===== config.mk =====
export PLATFORM = sky130hd
export DESIGN_NAME = gat_alu
export DESIGN_NICKNAME = d
export VERILOG_FILES = /design/src/sv/gat_pkg.sv /design/src/sv/gat_alu.sv
export SDC_FILE = /design/constraint.sdc
export NUM_CORES = 1
export LEC_CHECK = 0
export ABC_AREA = 1
export BUFFER_PORTS_ARGS = -buffer_cell sky130_fd_sc_hd__buf_4
export CORE_AREA = 2 2 234 121
export DETAILED_ROUTE_END_ITERATION = 8
export DIE_AREA = 0 0 236 123
export PLACE_DENSITY_LB_ADDON = 0.2
export REMOVE_ABC_BUFFERS = 1
export SYNTH_ARGS = -nofsm -noshare
export SYNTH_HDL_FRONTEND = slang
export SYNTH_SLANG_ARGS = --single-unit

===== constraint.sdc =====
create_clock -name vclk -period 7.9
set_input_delay 1.58 -clock vclk [all_inputs]
set_output_delay 1.58 -clock vclk [all_outputs]
set_load 0.1 [all_outputs]

===== src/sv/gat_pkg.sv =====
package gat_pkg;

  typedef enum logic [1:0] {
    OP_TUPLE     = 2'd0,
    OP_MERGE     = 2'd1,
    OP_RESET_ALL = 2'd2,
    OP_NEXT      = 2'd3
  } gat_op_e;

  typedef enum logic [1:0] {
    STS_OK      = 2'd0,
    STS_BAD_TAG = 2'd1,
    STS_NO_MORE = 2'd2,
    STS_FULL    = 2'd3
  } gat_status_e;

  typedef enum logic [2:0] {
    AGG_SUM   = 3'd0,
    AGG_MIN   = 3'd1,
    AGG_MAX   = 3'd2,
    AGG_COUNT = 3'd3,
    AGG_AVG   = 3'd4,
    AGG_SMALL = 3'd5
  } gat_agg_e;

  typedef enum logic [2:0] {
    REG_AGG_OP   = 3'd0,
    REG_GROUPING = 3'd1,
    REG_SHIFT    = 3'd2,
    REG_NODE     = 3'd3,
    REG_TAG      = 3'd4
  } gat_reg_e;

  typedef enum logic [1:0] {
    ST_IDLE,
    ST_LOOK,
    ST_UPD
  } gat_state_e;

  typedef enum logic [2:0] {
    CELL_HOLD,
    CELL_SHR,
    CELL_SHL,
    CELL_INIT_NEW,
    CELL_INIT_KEEP,
    CELL_WRITE
  } gat_cell_cmd_e;

  typedef struct packed {
    gat_cell_cmd_e cmd;
    logic [15:0]   new_key;
    logic [2:0]    agg_op;
    logic [15:0]   node;
  } gat_cell_ctrl_t;

  localparam logic [15:0] VAL_POS_MAX = 16'h7FFF;
  localparam logic [15:0] VAL_NEG_MAX = 16'h8000;
  localparam logic [15:0] ID_NONE     = 16'hFFFF;

endpackage


===== src/sv/gat_alu.sv =====
module gat_alu #(
  parameter int RS = 3,
  parameter int S  = 3
) (
  input  logic [2:0]          agg_op_i,
  input  logic                is_merge_i,
  input  logic [15:0]         node_i,
  input  logic [15:0]         va_i,
  input  logic [15:0]         vb_i,
  input  logic [15:0]         vc_i,
  input  logic [15:0]         ida_i,
  input  logic [15:0]         idb_i,
  input  logic [15:0]         idc_i,
  input  logic [RS-1:0][15:0] vals_i,
  input  logic [RS-1:0][15:0] ids_i,
  output logic [RS-1:0][15:0] vals_o,
  output logic [RS-1:0][15:0] ids_o
);

  logic [S-1:0][15:0] mv, mi;

  always_comb begin
    for (int j = 0; j < S; j++) begin
      mv[j] = gat_pkg::VAL_POS_MAX;
      mi[j] = gat_pkg::ID_NONE;
    end
    mv[0] = va_i; mi[0] = ida_i;
    if (S > 1) begin
      mv[(S > 1) ? 1 : 0] = vb_i; mi[(S > 1) ? 1 : 0] = idb_i;
    end
    if (S > 2) begin
      mv[(S > 2) ? 2 : 0] = vc_i; mi[(S > 2) ? 2 : 0] = idc_i;
    end
  end

  always_comb begin
    logic [RS-1:0][15:0] nv, ni;
    logic                done;
    int                  j;
    nv   = vals_i;
    ni   = ids_i;
    done = 1'b0;
    j    = 0;
    unique case (agg_op_i)
      gat_pkg::AGG_SUM: nv[0] = nv[0] + va_i;
      gat_pkg::AGG_COUNT: nv[0] = nv[0] + (is_merge_i ? va_i : 16'd1);
      gat_pkg::AGG_AVG: begin
        nv[0] = nv[0] + va_i;
        nv[1] = nv[1] + (is_merge_i ? vb_i : 16'd1);
      end
      gat_pkg::AGG_MIN: begin
        if ($signed(nv[0]) > $signed(va_i)) begin
          nv[0] = va_i; ni[0] = is_merge_i ? ida_i : node_i;
        end
      end
      gat_pkg::AGG_MAX: begin
        if ($signed(nv[0]) < $signed(va_i)) begin
          nv[0] = va_i; ni[0] = is_merge_i ? ida_i : node_i;
        end
      end
      gat_pkg::AGG_SMALL: begin
        // Insertion into an ascending list; larger entries move up one slot.
        for (int i = 0; i < S; i++) begin
          if (!is_merge_i) begin
            if (!done && $signed(nv[i]) > $signed(va_i)) begin
              for (int k = S - 1; k > 0; k--) begin
                if (k > i) begin
                  nv[k] = nv[k-1]; ni[k] = ni[k-1];
                end
              end
              nv[i] = va_i; ni[i] = node_i;
              done  = 1'b1;
            end
          end else if (j < S) begin
            if ($signed(nv[i]) > $signed(mv[j[$clog2(S+1)-1:0]])) begin
              for (int k = S - 1; k > 0; k--) begin
                if (k > i) begin
                  nv[k] = nv[k-1]; ni[k] = ni[k-1];
                end
              end
              nv[i] = mv[j[$clog2(S+1)-1:0]];
              ni[i] = mi[j[$clog2(S+1)-1:0]];
              j     = j + 1;
            end
          end
        end
      end
      default: begin
      end
    endcase
    vals_o = nv;
    ids_o  = ni;
  end

endmodule


# == Word level (Yosys, flattened, before mapping) ==
# Index checks and enable logic that the tools add are counted.
# classes
addsub,4
n_lt_le_gt_ge,10
eq_ne,5
mux,55
reduce_logical,6
# ops
operator,n
$mux W32,15
$mux W16,20
$mux W48,5
$bmux W16 S2,4
$gt A16 B16 Y1,5
$pmux W16 S5,1
$lt A32 B3 Y1 const B,2
$add A16 B16 Y16,3
$pmux W16 S3,1
$add A32 B2 Y32 const B,1
$pmux W16 S2,1
$lt A16 B16 Y1,1
$mux W1,8
$eq A3 B2 Y1 const B,2
$eq A3 B3 Y1 const B,2
$lt A2 B3 Y1 const B,2
$eq A3 B1 Y1 const B,1
$logic_not A3 Y1,1
$logic_and A1 B1 Y1,2
$logic_not A1 Y1,2
$reduce_or A2 Y1,1
# word_totals
register_bits,0
in_bits,212
out_inout_bits,96
wordCells,80

# == Logic depth before layout (Yosys ltp) ==
# logic_depth
word_depth,18
ltp_mapped,55
mapped_depth_nobuf,52

# == Least setup slack after synthesis ==
# OpenSTA, ideal clock, no wires.
# synth_path
path_type,input port to output port
startpoint,input va_i[14]
endpoint,output vals_o[47] in the netlist's numbering
t_arrival_ns,8.060
t_required_ns,6.320
slack_ns,-1.740
path_stages,40
n_path_buf,5
path_cell_list,clkinv_1 ha_1 nand4_1 a21oi_1 nor2_1 nand2_1 nand2_2 nand4_1 buf_2 buf_2 o21ai_0 ha_1 nand2_1 inv_1 nand3_1 inv_1 a21oi_1 nand2_1 [4 not listed] buf_2 nand3_1 nand3_1 and2_1 ha_1 a21oi_1 o21ai_0 nand2_1 o211ai_1 nand2_1 nand2_1 nand2_1 nand3_1 clkbuf_1 clkbuf_1 a21oi_1 nand2_1 a21oi_1
# synth_lines
item,line,text
start: declaration,gat_alu.sv:8,"input logic [15:0] va_i,"
end: declaration,gat_alu.sv:16,"output logic [RS-1:0][15:0] vals_o,"

==> results.md <==
* Status: complete, but fails checks
* Failing checks: negative setup slack
* RSZ-0062 raised after global routing: yes
* Hold-critical path depth at 4
* Initial antenna violation count at 0
* Via count at 16700
* Max_cap viols at 0
* Worst Hold Path EP: vals_o[35]
* Synth area leaders: nand2_1, ha_1, inv_1
* Filler Cells Inserted at 2671
* Layout cells sized above 1 at 0.320
* ANT nets after route at 0
* Vias in the first global route at 14600
* First-pass GRT wire length at 83.0 mm
* Slew of the pin with the lowest slew margin at 1.08 ns
* DP Area at 0.0145 sq mm
* Pwr dens at 236 mW/mm^2
* Worst-path fanout max at 8
* Vias per cell at 5.73
* Final WL at 57.6 mm
* Die area at 0.0290 sq mm
* Gr ovfl total at 0
* Drt pass-1 iters at 6
* DIE HEIGHT at 123 um
* # clk buffers at 0
* Register area share after synthesis at 0
* Synth Cell Area at 0.0104 sq mm
* Sequential cell area at 0 sq um
* Distinct cells, synth at 40
* Slowest CP cell: nor3_4
* Hpwl dp at 43.0 mm
* Layout Nets at 2881
* Mapped Cells at 2080
* Max incr delay on CP at 0.31 ns
* Critical Path RT at 6.32 ns
* Endpoints failing setup at 32
* Worst slew margin at 0.281
* RePlAce Congestion at 0.969
* Top cell type's share of synthesized area at 0.254
* CP startpoint: va_i[14]
* I/O pins at 308
* DRC viols at 0
* Syn_area_per_cell at 4.98 sq um
* Cell taking the most area after synthesis: nand2_1
* Pleak at 8.81 nW
* Max Slew Vio Count at 0
* Max VDD drop at 0.201 mV
* Seq_cells at 0
* Fin worst setup slack at -1.32 ns
* Start point of the worst hold path: vals_i[35]
* Min-delay worst type: primary input to output port
* Row count at 43
* Syn. warnings at 0
* Worst setup EP type: output port
* Hold_buf cts at 0
* Most common library cell in the layout ignoring fill and taps: nand2_1
* Core Area at 0.0271 sq mm
* Initial Utilization at 0.383
* Port Buffers at 308
* Syn-to-layout area delta at 60.5%
* Largest net degree at the start of global routing at 144
* Fin crit share at 1.17
* Critical path class: primary input to output port
* First DRT Iteration DRCs at 2246
* Final Cell Area at 0.0166 sq mm
* Die Width at 236 um
* Min Hold Slack at 3.57 ns
* Most frequent cells in the layout: nand2_1, buf_4, inv_1
* Final Hold Viols at 0
* Critical path arrival at 7.64 ns
* GRT Resource Usage Total at 0.365
* ANT cells at 0
* Crit start category: primary input
* Final Critical Period at 9.22 ns
* Avg WL per Cell at 19.8 um
* Fmax at 108 MHz
[kinds of logic (layout without fill, tap and decap cells)]
family | count (synthesis) | after routing | synth area share
AND/OR/NAND/NOR | 1049 | 1051 | 0.422
AO/OA/AOI/OAI | 529 | 529 | 0.294
buffers and inverters | 386 | 859 | 0.144
adder cells (fa/ha/maj) | 112 | 112 | 0.137
XOR/XNOR | 4 | 4 | 0.00338
[how the worst max path moves through the flow]
stage	endpoint	slack (ns)	cells after the start
floorplan	vals_o[33]	-6.26	39
global placement	ids_o[39]	-1.58	42
detailed placement	ids_o[39]	-1.73	42
CTS	vals_o[47]	-1.04	49
global route	vals_o[47]	-1.59	42
finish	ids_o[39]	-1.32	42
[through the flow]
stage	util	power, mW	std cells	setup WS (ns)	TNS, ns
floorplan	-	1.84	1963	-6.26	-233.41
global placement	0.535	3.04	2857	-1.58	-47.64
detailed placement	0.535	3.07	2857	-1.73	-52.72
CTS	0.583	3.44	2898	-1.04	-31.67
global route	0.615	4.18	2915	-1.59	-48.95
finish	0.615	3.93	2915	-1.32	-39.96
[worst max-delay path: cells and delay by family]
family	cells	cell delay, ns
compound gates	5	0.92
buf+inv	13	1.58
simple gates	21	2.75
fa+ha+maj	3	0.78
[Yosys cell counts]
cell type  instances
a21o_1             4
a21oi_1          150
a221oi_1           1
a31oi_1            4
a41oi_1            7
and2_1             3
buf_1              9
buf_2             22
buf_4              5
clkbuf_1          81
clkinv_1           6
fa_1               2
ha_1             110
inv_1            251
inv_2             12
nand2_1          700
nand2_2            4
nand3_1          144
nand3_2            1
nand3_4            1
nand4_1           37
nor2_1           108
nor2_2             1
nor2_4             1
nor3_1            13
nor3_2             1
nor4_1             1
o2111ai_1          6
o211ai_1         103
o21a_1             8
o21ai_0          125
o21ai_1          103
o21bai_1           7
o221ai_1           8
o22a_1             1
o22ai_1            2
or2_0             12
or2_1              2
or2_2             20
xor2_1             4
[where the power goes]
part	leakage, nW	internal (mW)	total, mW	switching [mW]
clock	0	0	0	0
sequential	0	0	0	0
combinational	8.81	1.55	3.93	2.38
total	8.81	1.55	3.93	2.38
[repair_timing]
action / in CTS / in global routing
pin swaps: 61 / 70
setup buffers: 37 / 15
gates cloned: 6 / 4
endpoints found under the setup margin: 32 / 39
gates resized for setup: 222 / 163
[area by class of cell]
class,count,area [sq um],area share
multi-input cells,1696,9850,0.592
well taps,360,450,0.0271
inverters,269,1040,0.0625
repair buffers,590,5290,0.318
[per-layer routing]
metal,GRT usage,vias to the layer above,part of all wire,routed length [um]
met1,0.552,7563,0.45,26100
met2,0.516,1159,0.39,22500
met5,0,-,0,0
met4,0.0601,0,0.016,934
li1,-,7886,-,-
met3,0.0895,87,0.14,8080
No activity file was read; power rests on OpenSTA's default activity.
