<file path="src/sv/gat_pkg.sv">
package gat_pkg;

  typedef enum logic [1:0] {
    OP_TUPLE     = 2'd0,
    OP_MERGE     = 2'd1,
    OP_RESET_ALL = 2'd2,
    OP_NEXT      = 2'd3
  } gat_op_e;

  typedef enum logic [1:0] {
    STS_OK      = 2'd0,
    STS_BAD_TAG = 2'd1,
    STS_NO_MORE = 2'd2,
    STS_FULL    = 2'd3
  } gat_status_e;

  typedef enum logic [2:0] {
    AGG_SUM   = 3'd0,
    AGG_MIN   = 3'd1,
    AGG_MAX   = 3'd2,
    AGG_COUNT = 3'd3,
    AGG_AVG   = 3'd4,
    AGG_SMALL = 3'd5
  } gat_agg_e;

  typedef enum logic [2:0] {
    REG_AGG_OP   = 3'd0,
    REG_GROUPING = 3'd1,
    REG_SHIFT    = 3'd2,
    REG_NODE     = 3'd3,
    REG_TAG      = 3'd4
  } gat_reg_e;

  typedef enum logic [1:0] {
    ST_IDLE,
    ST_LOOK,
    ST_UPD
  } gat_state_e;

  typedef enum logic [2:0] {
    CELL_HOLD,
    CELL_SHR,
    CELL_SHL,
    CELL_INIT_NEW,
    CELL_INIT_KEEP,
    CELL_WRITE
  } gat_cell_cmd_e;

  typedef struct packed {
    gat_cell_cmd_e cmd;
    logic [15:0]   new_key;
    logic [2:0]    agg_op;
    logic [15:0]   node;
  } gat_cell_ctrl_t;

  localparam logic [15:0] VAL_POS_MAX = 16'h7FFF;
  localparam logic [15:0] VAL_NEG_MAX = 16'h8000;
  localparam logic [15:0] ID_NONE     = 16'hFFFF;

endpackage

</file>
<file path="src/sv/gat_cell.sv">
module gat_cell #(
  parameter int RS = 3,
  parameter int S  = 3
) (
  input  logic                   clk_i,
  input  gat_pkg::gat_cell_ctrl_t ctrl_i,
  input  logic [15:0]            left_key_i,
  input  logic                   left_empty_i,
  input  logic [RS-1:0][15:0]    left_vals_i,
  input  logic [RS-1:0][15:0]    left_ids_i,
  input  logic [15:0]            right_key_i,
  input  logic                   right_empty_i,
  input  logic [RS-1:0][15:0]    right_vals_i,
  input  logic [RS-1:0][15:0]    right_ids_i,
  input  logic [RS-1:0][15:0]    wr_vals_i,
  input  logic [RS-1:0][15:0]    wr_ids_i,
  output logic [15:0]            key_o,
  output logic                   empty_o,
  output logic [RS-1:0][15:0]    vals_o,
  output logic [RS-1:0][15:0]    ids_o
);

  logic [15:0]         key_q, key_d;
  logic                empty_q, empty_d;
  logic [RS-1:0][15:0] vals_q, vals_d, init_vals;
  logic [RS-1:0][15:0] ids_q, ids_d, init_ids;

  always_comb begin
    for (int k = 0; k < RS; k++) begin
      init_vals[k] = '0;
      init_ids[k]  = gat_pkg::ID_NONE;
    end
    unique case (ctrl_i.agg_op)
      gat_pkg::AGG_MIN: begin
        init_vals[0] = gat_pkg::VAL_POS_MAX;
        init_ids[0]  = ctrl_i.node;
      end
      gat_pkg::AGG_MAX: begin
        init_vals[0] = gat_pkg::VAL_NEG_MAX;
        init_ids[0]  = ctrl_i.node;
      end
      gat_pkg::AGG_SMALL: begin
        for (int k = 0; k < S; k++) init_vals[k] = gat_pkg::VAL_POS_MAX;
      end
      default: begin
      end
    endcase
  end

  always_comb begin
    key_d   = key_q;
    empty_d = empty_q;
    vals_d  = vals_q;
    ids_d   = ids_q;
    unique case (ctrl_i.cmd)
      gat_pkg::CELL_SHR: begin
        key_d = left_key_i; empty_d = left_empty_i;
        vals_d = left_vals_i; ids_d = left_ids_i;
      end
      gat_pkg::CELL_SHL: begin
        key_d = right_key_i; empty_d = right_empty_i;
        vals_d = right_vals_i; ids_d = right_ids_i;
      end
      gat_pkg::CELL_INIT_NEW: begin
        key_d = ctrl_i.new_key; empty_d = 1'b1;
        vals_d = init_vals; ids_d = init_ids;
      end
      gat_pkg::CELL_INIT_KEEP: begin
        empty_d = 1'b1; vals_d = init_vals; ids_d = init_ids;
      end
      gat_pkg::CELL_WRITE: begin
        empty_d = 1'b0; vals_d = wr_vals_i; ids_d = wr_ids_i;
      end
      default: begin
      end
    endcase
  end

  // Record contents are payload; they are always written before they are read.
  always_ff @(posedge clk_i) begin
    key_q   <= key_d;
    empty_q <= empty_d;
    vals_q  <= vals_d;
    ids_q   <= ids_d;
  end

  assign key_o   = key_q;
  assign empty_o = empty_q;
  assign vals_o  = vals_q;
  assign ids_o   = ids_q;

endmodule

</file>
<file path="config.mk">
export PLATFORM = sky130hd
export DESIGN_NAME = gat_cell
export DESIGN_NICKNAME = d
export VERILOG_FILES = /design/src/sv/gat_pkg.sv /design/src/sv/gat_cell.sv
export SDC_FILE = /design/constraint.sdc
export NUM_CORES = 1
export LEC_CHECK = 0
export BUFFER_PORTS_ARGS = -buffer_cell sky130_fd_sc_hd__buf_2
export CAP_MARGIN = 20
export CORE_AREA = 2 2 184 186
export CTS_BUF_LIST = sky130_fd_sc_hd__clkbuf_4 sky130_fd_sc_hd__clkbuf_8
export CTS_CLUSTER_DIAMETER = 150
export DETAILED_ROUTE_END_ITERATION = 8
export DIE_AREA = 0 0 186 188
export PLACE_DENSITY = 0.4
export SLEW_MARGIN = 0
export SYNTH_ARGS = -nofsm -noshare
export SYNTH_HDL_FRONTEND = slang
export SYNTH_SLANG_ARGS = --single-unit
</file>
<file path="constraint.sdc">
create_clock -name clk_i -period 19.55 [get_ports clk_i]
set_input_delay 1.955 -clock clk_i [delete_from_list [all_inputs] [get_ports clk_i]]
set_output_delay 1.955 -clock clk_i [all_outputs]
set_load 0.1 [all_outputs]
</file>
=== Word-level counts from Yosys, hierarchy flattened ===
Index checks and enable logic that the tools add are counted.

* Output and inout bits: 113
* Bits in registers: 113

* Equality and inequality tests: 8
* Reduce and logical (&&, ||, !) cells: 5
* Mux-type cells: 7

{| class="wikitable"
|+ Operator list
! operator !! count
|-
| 48-bit one-hot mux with 4 select lines || 2
|-
| 16-bit one-hot mux with 3 select lines || 1
|-
| 16-bit one-hot mux with 2 select lines || 1
|-
| 31-bit 2-to-1 mux || 1
|-
| 16-bit 2-to-1 mux || 1
|-
| 3-bit by 2-bit == test with 1-bit output (second input constant) || 3
|-
| 3-bit == test (second input constant) || 3
|-
| 3-bit by 1-bit == test with 1-bit output (second input constant) || 2
|-
| 2-bit OR reduction || 3
|-
| 1-bit one-hot mux with 4 select lines || 1
|-
| 4-bit nonzero test || 1
|-
| 3-bit nonzero test || 1
|}

=== Logic depth before layout (Yosys ltp) ===
Gate-level depths: netlist of the first run.

* Word-level depth: 4
* Depth in mapped cells: 7
* Mapped depth without buffers: 3

=== Worst setup path after synthesis of the first run ===
OpenSTA, ideal clock, no wires.

* Kind: input -> register
* Start point: input ctrl_i[35] in the netlist's numbering
* End point: register empty_q (netlist: empty_o), enable pin
* Stages: 6
* Arrival: 7.418 ns
* Path slack: 11.547 ns
* Buffers on the path: 4
* Library setup time: 0.585 ns
* Path through: buf_6 -> buf_2 -> buf_2 -> buf_2 -> nor3_1 -> a21oi_1

* Longest elaborated chain between the ends: 3

{| class="wikitable"
|+ RTL lines
! what !! RTL line !! source
|-
| start, declared || gat_cell.sv:6 || <nowiki>input gat_pkg::gat_cell_ctrl_t ctrl_i,</nowiki>
|-
| 3-bit == test / 3-bit by 2-bit == test with 1-bit output (equally long branches) || gat_cell.sv:55 || <nowiki>unique case (ctrl_i.cmd)</nowiki>
|-
| 2-bit OR reduction (no line) || n/a ||
|-
| 4-bit nonzero test (no line) (*) || n/a ||
|-
| end signal, assigned || gat_cell.sv:82 || <nowiki>empty_q <= empty_d;</nowiki>
|-
| end, declared || gat_cell.sv:24 || <nowiki>logic empty_q, empty_d;</nowiki>
|}

Mark *: on every way between the ends. The rest lies on a longest branch, timed or not.
A chain may end at the register's enable or synchronous reset.

==> results.yml, run 1 <==
drt:
  wl_per_cell_microns: 19.7
  via_per_inst: 4.60
  wl_met3_mm: 1.89
  drt_iter0_drc: 365
  drtPass1Iterations: 5
  num_vias: 6906
  post-route-drc-count: 0
  drt_wl_total_mm: 29.5
  wl_met2_mm: 14.9
  met1Wirelength_mm: 12.3
  drtAntennaViolNets: 0
  top_layer: "met4"
sta:
  layout_min_cycle_time_ps: 4080
  final.setup.tns_ps: 0
  max_freq_mhz: 245
  tightest_slew_ps: 938
  whs_ps: 1800
  relSlewSlack: 0.375
  period_share: 0.208
  setup_violations: 0
  slew_violations: 0
  hold_violations: 0
  rsz0062_at_grt: "no"
pwr:
  ir_drop_mv: 0.0436
  p_leak_nw: 4.11
  power.density_mw_per_mm2: 99.6
cts:
  cts-root-buf: "clkbuf_8"
  htreeDepth: 4
  cts_buffers: 17
  clkTransAtPathRegs_ps: 80
  cts_resized: 0
  cts.sinks: 113
  postCtsSetupRepairBufs: 0
  cts_hold_buf: 0
  cts_tree: "built"
  cts_buffer_depth: 2
yosys:
  synth_simple_gate_area_share: 0.0827
  synthCells: 597
  avgSynthCellArea_sq_um: 10.6
  syn-cell-area_sq_mm: 0.00634
  synth_mux_area_frac: 0.0253
  yosys.area_share.adder: 0
  synth_compound_gate_area_share: 0.302
  synthFlopType: "edfxtp_1"
  synth-seq-cells: 113
  yosysSeqAreaShare: 0.535
  syn-num-nets: 958
  synth-edff-count: 113
  synth_xor_area_frac: 0.00276
  ys_types: 32
  synth_warnings: 0
  synthArstFlopShare: 0
  synth_top_family_by_area: "compound AO/OA/AOI/OAI gates"
critical_path:
  startpoint_type: "input port"
  crit_path_max_fanout: 67
  path_class: "in -> reg"
  arrival_ps: 4340
  cp-end-kind: "flip-flop"
  crit_required_ps: 19810
place:
  gp_congestion: 0.797
  dp.cells: 1465
  hpwl_mm: 21.7
  port_buffers: 473
global_route:
  grt_max_degree: 84
  grt_pass1_vias: 6932
  track_usage: 0.162
  grt_first_pass_wirelength_mm: 42.4
  antenna_found_initial: 4
  overflow: 0
min_path:
  hold_class: "in -> reg"
  hp-start: "left_key_i[11]"
  whs_endpoint: "key_o[11]"
  hold_depth: 3
floorplanning:
  dieArea_sq_mm: 0.0350
  initial_utilization: 0.192
  ios: 474
  die_x_microns: 186
  fp.dieH_microns: 188
  rows: 67
  core-area_sq_mm: 0.0331
layout:
  fin_nets: 1397
  final_cells: 1500
  nFillCells: 3608
  ff_latch_area_sq_mm: 0.00339
  post-route-util: 0.288
  area_growth_pct: 50.4
  drive_above_1_share: 0.502
  multi_input_area_sq_mm: 0.00266
outcome:
  status: "finished clean"
job:
  max_cap_violations: 0
[layout by cell type, fill, tap and decap left out, drive strengths merged, types with 2 or more instances in the layout]
cell type,instances
buf,490
edfxtp,113
o21ai,64
a22oi,63
nor2,50
a221oi,34
nand2,33
o221ai,33
o22ai,32
a21oi,32
nand2b,20
o22a,17
clkbuf,17
mux2i,16
inv,8
clkinv,5
clkinvlp,4
nor2b,4
diode,3
bufinv,2
xor2,2
[final cells by class]
type,instances,area share
clock buffer,17,0.0245
antenna,3,0.000787
clock inverter,15,0.0168
tap,448,0.0587
inverter,4,0.00157
multi-input combinational,410,0.278
timing repair buffer,490,0.264
sequential,113,0.356
[report_power, final]
group	switching [W]	internal [W]	total (W)
logic	0.000326	0.0000747	0.000401
clock network	0.000118	0.000115	0.000233
registers	0.00000900	0.000308	0.000317
[state kept, by name, summed over array words and instances, names as in the netlist]
register,count
ids_o,48
vals_o,48
key_o,16
empty_o,1
[metrics by stage]
step	worst slack [ps]	area [sq um]	power, W
floorplan	11550	6340	0.000631
global placement	15000	9110	0.000725
detailed placement	14950	9140	0.000725
CTS	15420	9530	0.000967
global route	15280	9540	0.000991
finish	15470	9540	0.000951
[metal layers]
layer  up-vias  global-route usage
met4         0              0.0406
met5         -                   0
met2       296               0.282
li1       3288                   -
met1      3304               0.202
met3        18              0.0353
[logic make-up (layout without fill, tap and decap cells)]
family,after synthesis,count (layout)
xor gates and xnor gates,2,2
buffers and inverters,74,526
DFF,113,113
AOI/OAI and AO/OA,278,278
other,0,3
and+or+nand+nor,114,114
muxes,16,16
[synth_stat cells, types with 2 or more instances]
cell        n  area share
a221oi_1   34       0.047
edfxtp_1  113        0.54
buf_1       3      0.0018
nand2b_1   20       0.020
o22ai_1    32       0.032
buf_6       3      0.0053
nor2b_1     4      0.0039
clkbuf_1   41       0.024
o21ai_0    62       0.049
xor2_1      2      0.0028
a22oi_1    63       0.075
mux2i_1    16       0.025
nor2_1     50       0.030
buf_2      21       0.017
o221ai_1   33       0.046
nand2_1    33       0.020
o22a_1     17       0.023
o21ai_1     2      0.0016
a21oi_1    32       0.025
inv_1       4      0.0024
[critical path, cell delays in order]
cell,delay [ps]
buf_2,80
buf_4,630
nand3b_1,760
a211o_1,710
o21ai_0,180
[how the worst max path moves through the flow]
stage	from	endpoint	slack, ps	depth (start not counted)
after global placement	ctrl_i[36]	vals_o[11]	15000	5
final	ctrl_i[36]	vals_o[14]	15470	5
after detailed placement	ctrl_i[36]	vals_o[1]	14950	5
after floorplan	ctrl_i[35]	empty_o	11550	6
after CTS	ctrl_i[36]	vals_o[1]	15420	5
after global routing	ctrl_i[36]	vals_o[1]	15280	5
(Power assumes the default switching activity.)
==> inputs of run 2 (changes only) <==
PLACE_DENSITY = 0.42   (was 0.4)
clock period = 3.6 ns   (was 19.55 ns; I/O delays follow)
==> run 2 against run 1 <==
Net effect:
- worst hold slack worse by 1600 ps
- global-route usage is 0.24 points higher
- via count grew 2.9%
- combinational power grew to 5.4 times the previous value
- utilization up 0.17 points
- flip-flop and latch count stayed put
- critical path depth unchanged
- sequential power increased to 5.4 times the previous value
- power rose to 5.6 times the previous value
- wire length increased by 0.84%
- largest power group unchanged
- first-iteration DRC count is 11% higher
==> results.yml, run 2 (synthesis results as in run 1) <==
critical_path:
  crit_required_ps: 3900
  crit_path_top_delay_cell: "buf_2"
  crit_path_max_fanout: 29
  path_class: "in -> reg"
  slowest_delay_ps: 610
  cp-end-kind: "flip-flop"
  startpoint_type: "input port"
  path_cells: "buf_2 -> or3b_1 -> buf_4 -> a2111oi_0 -> o22a_1"
  arrival_ps: 2420
global_route:
  track_usage: 0.164
  antenna_found_initial: 5
  grt_max_degree: 51
  grtUsageMet1: 0.207
  grt_first_pass_wirelength_mm: 43.1
  use_met3: 0.0369
  grt_pass1_vias: 7072
  overflow: 0
  grt-busiest-layer: "met2"
  grtUsageMet2: 0.279
min_path:
  hold_depth: 3
  hold_class: "in -> reg"
floorplanning:
  initial_utilization: 0.192
  fp.dieH_microns: 188
  ios: 474
  die_x_microns: 186
  rows: 67
  core-area_sq_mm: 0.0331
  dieArea_sq_mm: 0.0350
cts:
  cts_tree: "built"
  postCtsSetupRepairBufs: 0
  cts_hold_buf: 0
  cts.sinks: 113
  htreeDepth: 4
  cts_buffer_depth: 2
  cts_resized: 0
  cts_buffers: 17
  cts-root-buf: "clkbuf_8"
  clkTransAtPathRegs_ps: 90
drt:
  drtAntennaViolNets: 0
  drt_iter0_drc: 404
  wl_per_cell_microns: 19.8
  num_vias: 7103
  post-route-drc-count: 0
  drtPass1Iterations: 5
  drt_wl_total_mm: 29.8
  via_per_inst: 4.72
sta:
  period_share: 0.588
  rsz0062_at_grt: "no"
  relSlewSlack: 0.396
  layout_min_cycle_time_ps: 2120
  finalWorstSetupSlack_ps: 1480
  slew_violations: 0
  hold_violations: 0
  max_freq_mhz: 472
  setup_violations: 0
  whs_ps: 201
  tightest_slew_ps: 906
  final.setup.tns_ps: 0
pwr:
  ir_drop_mv: 0.232
  power.density_mw_per_mm2: 551
  p_leak_nw: 4.15
  p_total_w: 0.00529
job:
  max_cap_violations: 0
layout:
  fin_nets: 1402
  final_cell_mix: "473 x buf_2, 113 x edfxtp_1, 63 x a22oi_1"
  drive_above_1_share: 0.504
  final_common_cell: "buf_2"
  nFillCells: 3572
  area_growth_pct: 51.3
outcome:
  status: "finished clean"
place:
  gp_congestion: 0.841
  dp_slack_ps: 1010
  port_buffers: 473
  hpwl_mm: 22.4
run 2: cell count changes in the layout (fill, tap and decap cells not counted):
cell / previous run / this run
diode_2: 3 / 4
clkinvlp_4: 4 / 0
nor2b_1: 3 / 4
buf_4: 16 / 22
clkinv_2: 3 / 0
inv_6: 3 / 7
bufinv_16: 2 / 3
buf_16: 1 / 0
clkinv_4: 2 / 4
nor2b_2: 1 / 0
run 2: metal layers:
layer  up-vias  routed length [microns]  part of all wire
met1      3455                    12400              0.42
met5         -                       13           0.00044
met2       325                    14800              0.50
met4         2                      502             0.017
li1       3296                        -                 -
met3        25                     1990             0.067
run 2: report_power, final:
group          total (W)  internal, W  switching [W]
clock network    0.00139     0.000711       0.000678
registers        0.00172      0.00167      0.0000463
logic            0.00218     0.000407        0.00178
run 2: layout make-up:
class	instances	area [sq um]	share of cell area
Multi-Input combinational cell	410	2650	0.277
Tap cell	448	561	0.0584
Antenna cell	4	10.0	0.00104
Timing Repair Buffer	495	2530	0.264
Clock buffer	17	234	0.0244
Inverter	4	15.0	0.00156
Clock inverter	15	198	0.0206
Sequential cell	113	3390	0.354
run 2: stage by stage:
stage	utilization	instance area, sq um	instances
after floorplan	-	6350	597
after global placement	0.276	9160	1470
after detailed placement	0.276	9160	1470
after CTS	0.290	9590	1502
after global routing	0.290	9600	1506
final	0.290	9600	1506
run 2: worst max-delay path, delay by kind of cell:
kind / cells / cell delay, ps
compound gates: 2 / 820
buf+inv: 2 / 820
simple gates: 1 / 410
run 2: worst paths after layout:
path	start	end
setup / recovery	ctrl_i[37]	vals_o[15]
hold / removal	left_key_i[13]	key_o[13]
==> inputs of run 3 (changes only) <==
ABC_AREA = 1   (was not set)
CORE_AREA = 2 2 183 185   (was 2 2 184 186)
DIE_AREA = 0 0 185 187   (was 0 0 186 188)
PLACE_DENSITY = 0.41   (was 0.42)
clock period = 1.7 ns   (was 3.6 ns; I/O delays follow)
==> run 3 against run 2 <==
Net effect:
- via count increased by 9.2%
- power increased by 120%
- critical path depth increased by 4
- global-route usage about the same
- synthesized cell count increased by 13%
- combinational power increased by 130%
- wire length decreased by 2.5%
- worst hold slack got worse by 150 ps
- sequential power increased by 110%
- synthesized area decreased by 7.2%
==> results.yml, run 3 <==
outcome:
  status: "finished clean"
pwr:
  power.share.clock: 0.242
  pwr-share-seq: 0.317
  p_comb_frac: 0.441
  switchingPower_w: 0.00512
  p_leak_nw: 5.36
  p_sw_frac: 0.444
  power.density_mw_per_mm2: 996
  p_int_w: 0.00642
  ir_drop_mv: 0.514
drt:
  via_per_inst: 4.24
  met1Wirelength_mm: 11.5
  top_layer: "met5"
  num_vias: 7760
  drt_wl_total_mm: 29.0
  drt_iter0_drc: 376
  wl_per_cell_microns: 15.9
  drtPass1Iterations: 5
  post-route-drc-count: 0
  wl_met2_mm: 14.2
  drtAntennaViolNets: 0
  wl_met3_mm: 2.30
layout:
  final_cell_mix: "473 x buf_2, 321 x nand2_1, 223 x dlygate4sd3_1"
  fin_nets: 1729
  area_growth_pct: 96.7
  post-route-util: 0.352
  nFillCells: 3504
  final_common_cell: "buf_2"
  drive_above_1_share: 0.386
  final_cells: 1830
cts:
  cts_buffers: 17
  cts_tree: "built"
  clkTransAtPathRegs_ps: 70
  cts.sinks: 113
  cts-root-buf: "clkbuf_8"
  htreeDepth: 4
  postCtsSetupRepairBufs: 0
  cts_buffer_depth: 2
place:
  gp_congestion: 0.899
  hpwl_mm: 21.1
  dp.cells: 1574
  port_buffers: 473
floorplanning:
  initial_utilization: 0.179
  ios: 474
  rows: 67
  fp.dieH_microns: 187
  die_x_microns: 185
  dieArea_sq_mm: 0.0346
  core-area_sq_mm: 0.0329
global_route:
  overflow: 0
  track_usage: 0.165
  grt_max_degree: 57
  grt_pass1_vias: 7924
  grt_first_pass_wirelength_mm: 43.3
  antenna_found_initial: 3
sta:
  tightest_slew_ps: 541
  relSlewSlack: 0.642
  hold_violations: 0
  max_freq_mhz: 644
  slew_violations: 0
  final.setup.tns_ps: 0
  setup_violations: 0
  period_share: 0.913
  rsz0062_at_grt: "no"
  layout_min_cycle_time_ps: 1550
yosys:
  synth_warnings: 0
  yosysSeqAreaShare: 0.576
  synthArstFlopShare: 0
  synth_most_common_cell: "nand2_1"
  avgSynthCellArea_sq_um: 8.71
  synth_area_leader_cell: "edfxtp_1"
  synthCells: 676
  syn-cell-area_sq_mm: 0.00589
  ys_types: 16
  synth-edff-count: 113
  synthFlopType: "edfxtp_1"
  synth_area_leaders: "edfxtp_1 58%, nand2_1 21%, nand4_1 6.6%, nand3_1 4.8%, a21oi_1 2.8%"
  synth-seq-cells: 113
  synth_top_area_share: 0.576
  syn-num-nets: 1037
  yosys-top-cells-count: "322 x nand2_1, 113 x edfxtp_1, 62 x nand4_1"
critical_path:
  startpoint_type: "input port"
  path_class: "in -> reg"
  crit_path_max_fanout: 16
  cp-end-kind: "flip-flop"
  crit_required_ps: 2030
  arrival_ps: 1880
min_path:
  hold_class: "in -> reg"
job:
  max_cap_violations: 0
## run 3: cell count changes after synthesis, moves of 15 or more
| cell | change |
|---|---|
| o221ai_1 | -33 |
| a22oi_1 | -53 |
| nor2_1 | -46 |
| a221oi_1 | -34 |
| inv_1 | +15 |
| clkbuf_1 | -23 |
| mux2i_1 | -16 |
| nand3_1 | +57 |
| nand4_1 | +62 |
| nand2b_1 | -20 |
| o22ai_1 | -32 |
| o22a_1 | -17 |
| o21ai_0 | -62 |
| nand2_1 | +289 |
## run 3: layer usage
metal | vias up | track usage
li1 | 3707 | -
met1 | 3658 | 0.183
met2 | 339 | 0.283
met3 | 54 | 0.0518
met4 | 2 | 0.0800
met5 | - | 0
## run 3: worst max-delay path, cell delays in order
cell,delay (ps)
buf_2,120
inv_2,50
nor2_1,190
nand2_1,170
nand2_4,180
buf_4,260
nand2_1,90
nand4_1,80
dlygate4sd3_1,570
## run 3: power by group through the flow
| stage | clock, W | sequential, W | combinational (W) |
|---|---|---|---|
| after floorplan | 0 | 0.00656 | 0.000537 |
| after global placement | 0 | 0.00372 | 0.00451 |
| after detailed placement | 0 | 0.00372 | 0.00451 |
| after CTS | 0.00288 | 0.00366 | 0.00510 |
| after global routing | 0.00298 | 0.00370 | 0.00532 |
| final | 0.00279 | 0.00366 | 0.00509 |
## run 3: kinds of logic (layout without fill, tap and decap cells)
| kind of cell | Yosys count | after routing | synth area share |
|---|---|---|---|
| AO/OA/AOI/OAI | 43 | 43 | 0.0408 |
| flip-flops | 113 | 113 | 0.576 |
| other | 0 | 2 | 0 |
| AND/OR/NAND/NOR | 451 | 451 | 0.329 |
| buffers and inverters | 69 | 773 | 0.0535 |
## run 3: final cells by class
| cell class | count | area, sq um | area share |
|---|---|---|---|
| diodes | 2 | 5.00 | 0.000432 |
| clock buffers | 17 | 234 | 0.0202 |
| clock inverters | 14 | 171 | 0.0148 |
| inverters | 24 | 90.1 | 0.00778 |
| multi-input cells | 494 | 2210 | 0.191 |
| flip-flops and latches | 113 | 3390 | 0.293 |
| well taps | 448 | 561 | 0.0484 |
| repair buffers | 718 | 4910 | 0.424 |
## run 3: repair_timing
action                                 in CTS  in global routing
hold buffers                              223                  0
setup endpoints to repair                   0                  2
endpoints found under the hold margin     113                  0
gates resized for setup                     0                  1
## run 3: worst paths after layout
path / cells after the start / startpoint / slack [ps] / endpoint
max: 9 / ctrl_i[36] / 150 / ids_o[6]
min: 3 / wr_vals_i[46] / 50 / vals_o[46]
## run 3: through the flow
step                      worst slack, ps  instance area [sq um]  power, W  hold WS (ps)
after global placement                164                   8930   0.00823           441
final                                 147                  11600    0.0115          54.1
after global routing                 44.0                  11600    0.0120          29.5
after detailed placement              150                   8930   0.00823           448
after floorplan                       170                   5900   0.00710           356
after CTS                             127                  11600    0.0116          1.22
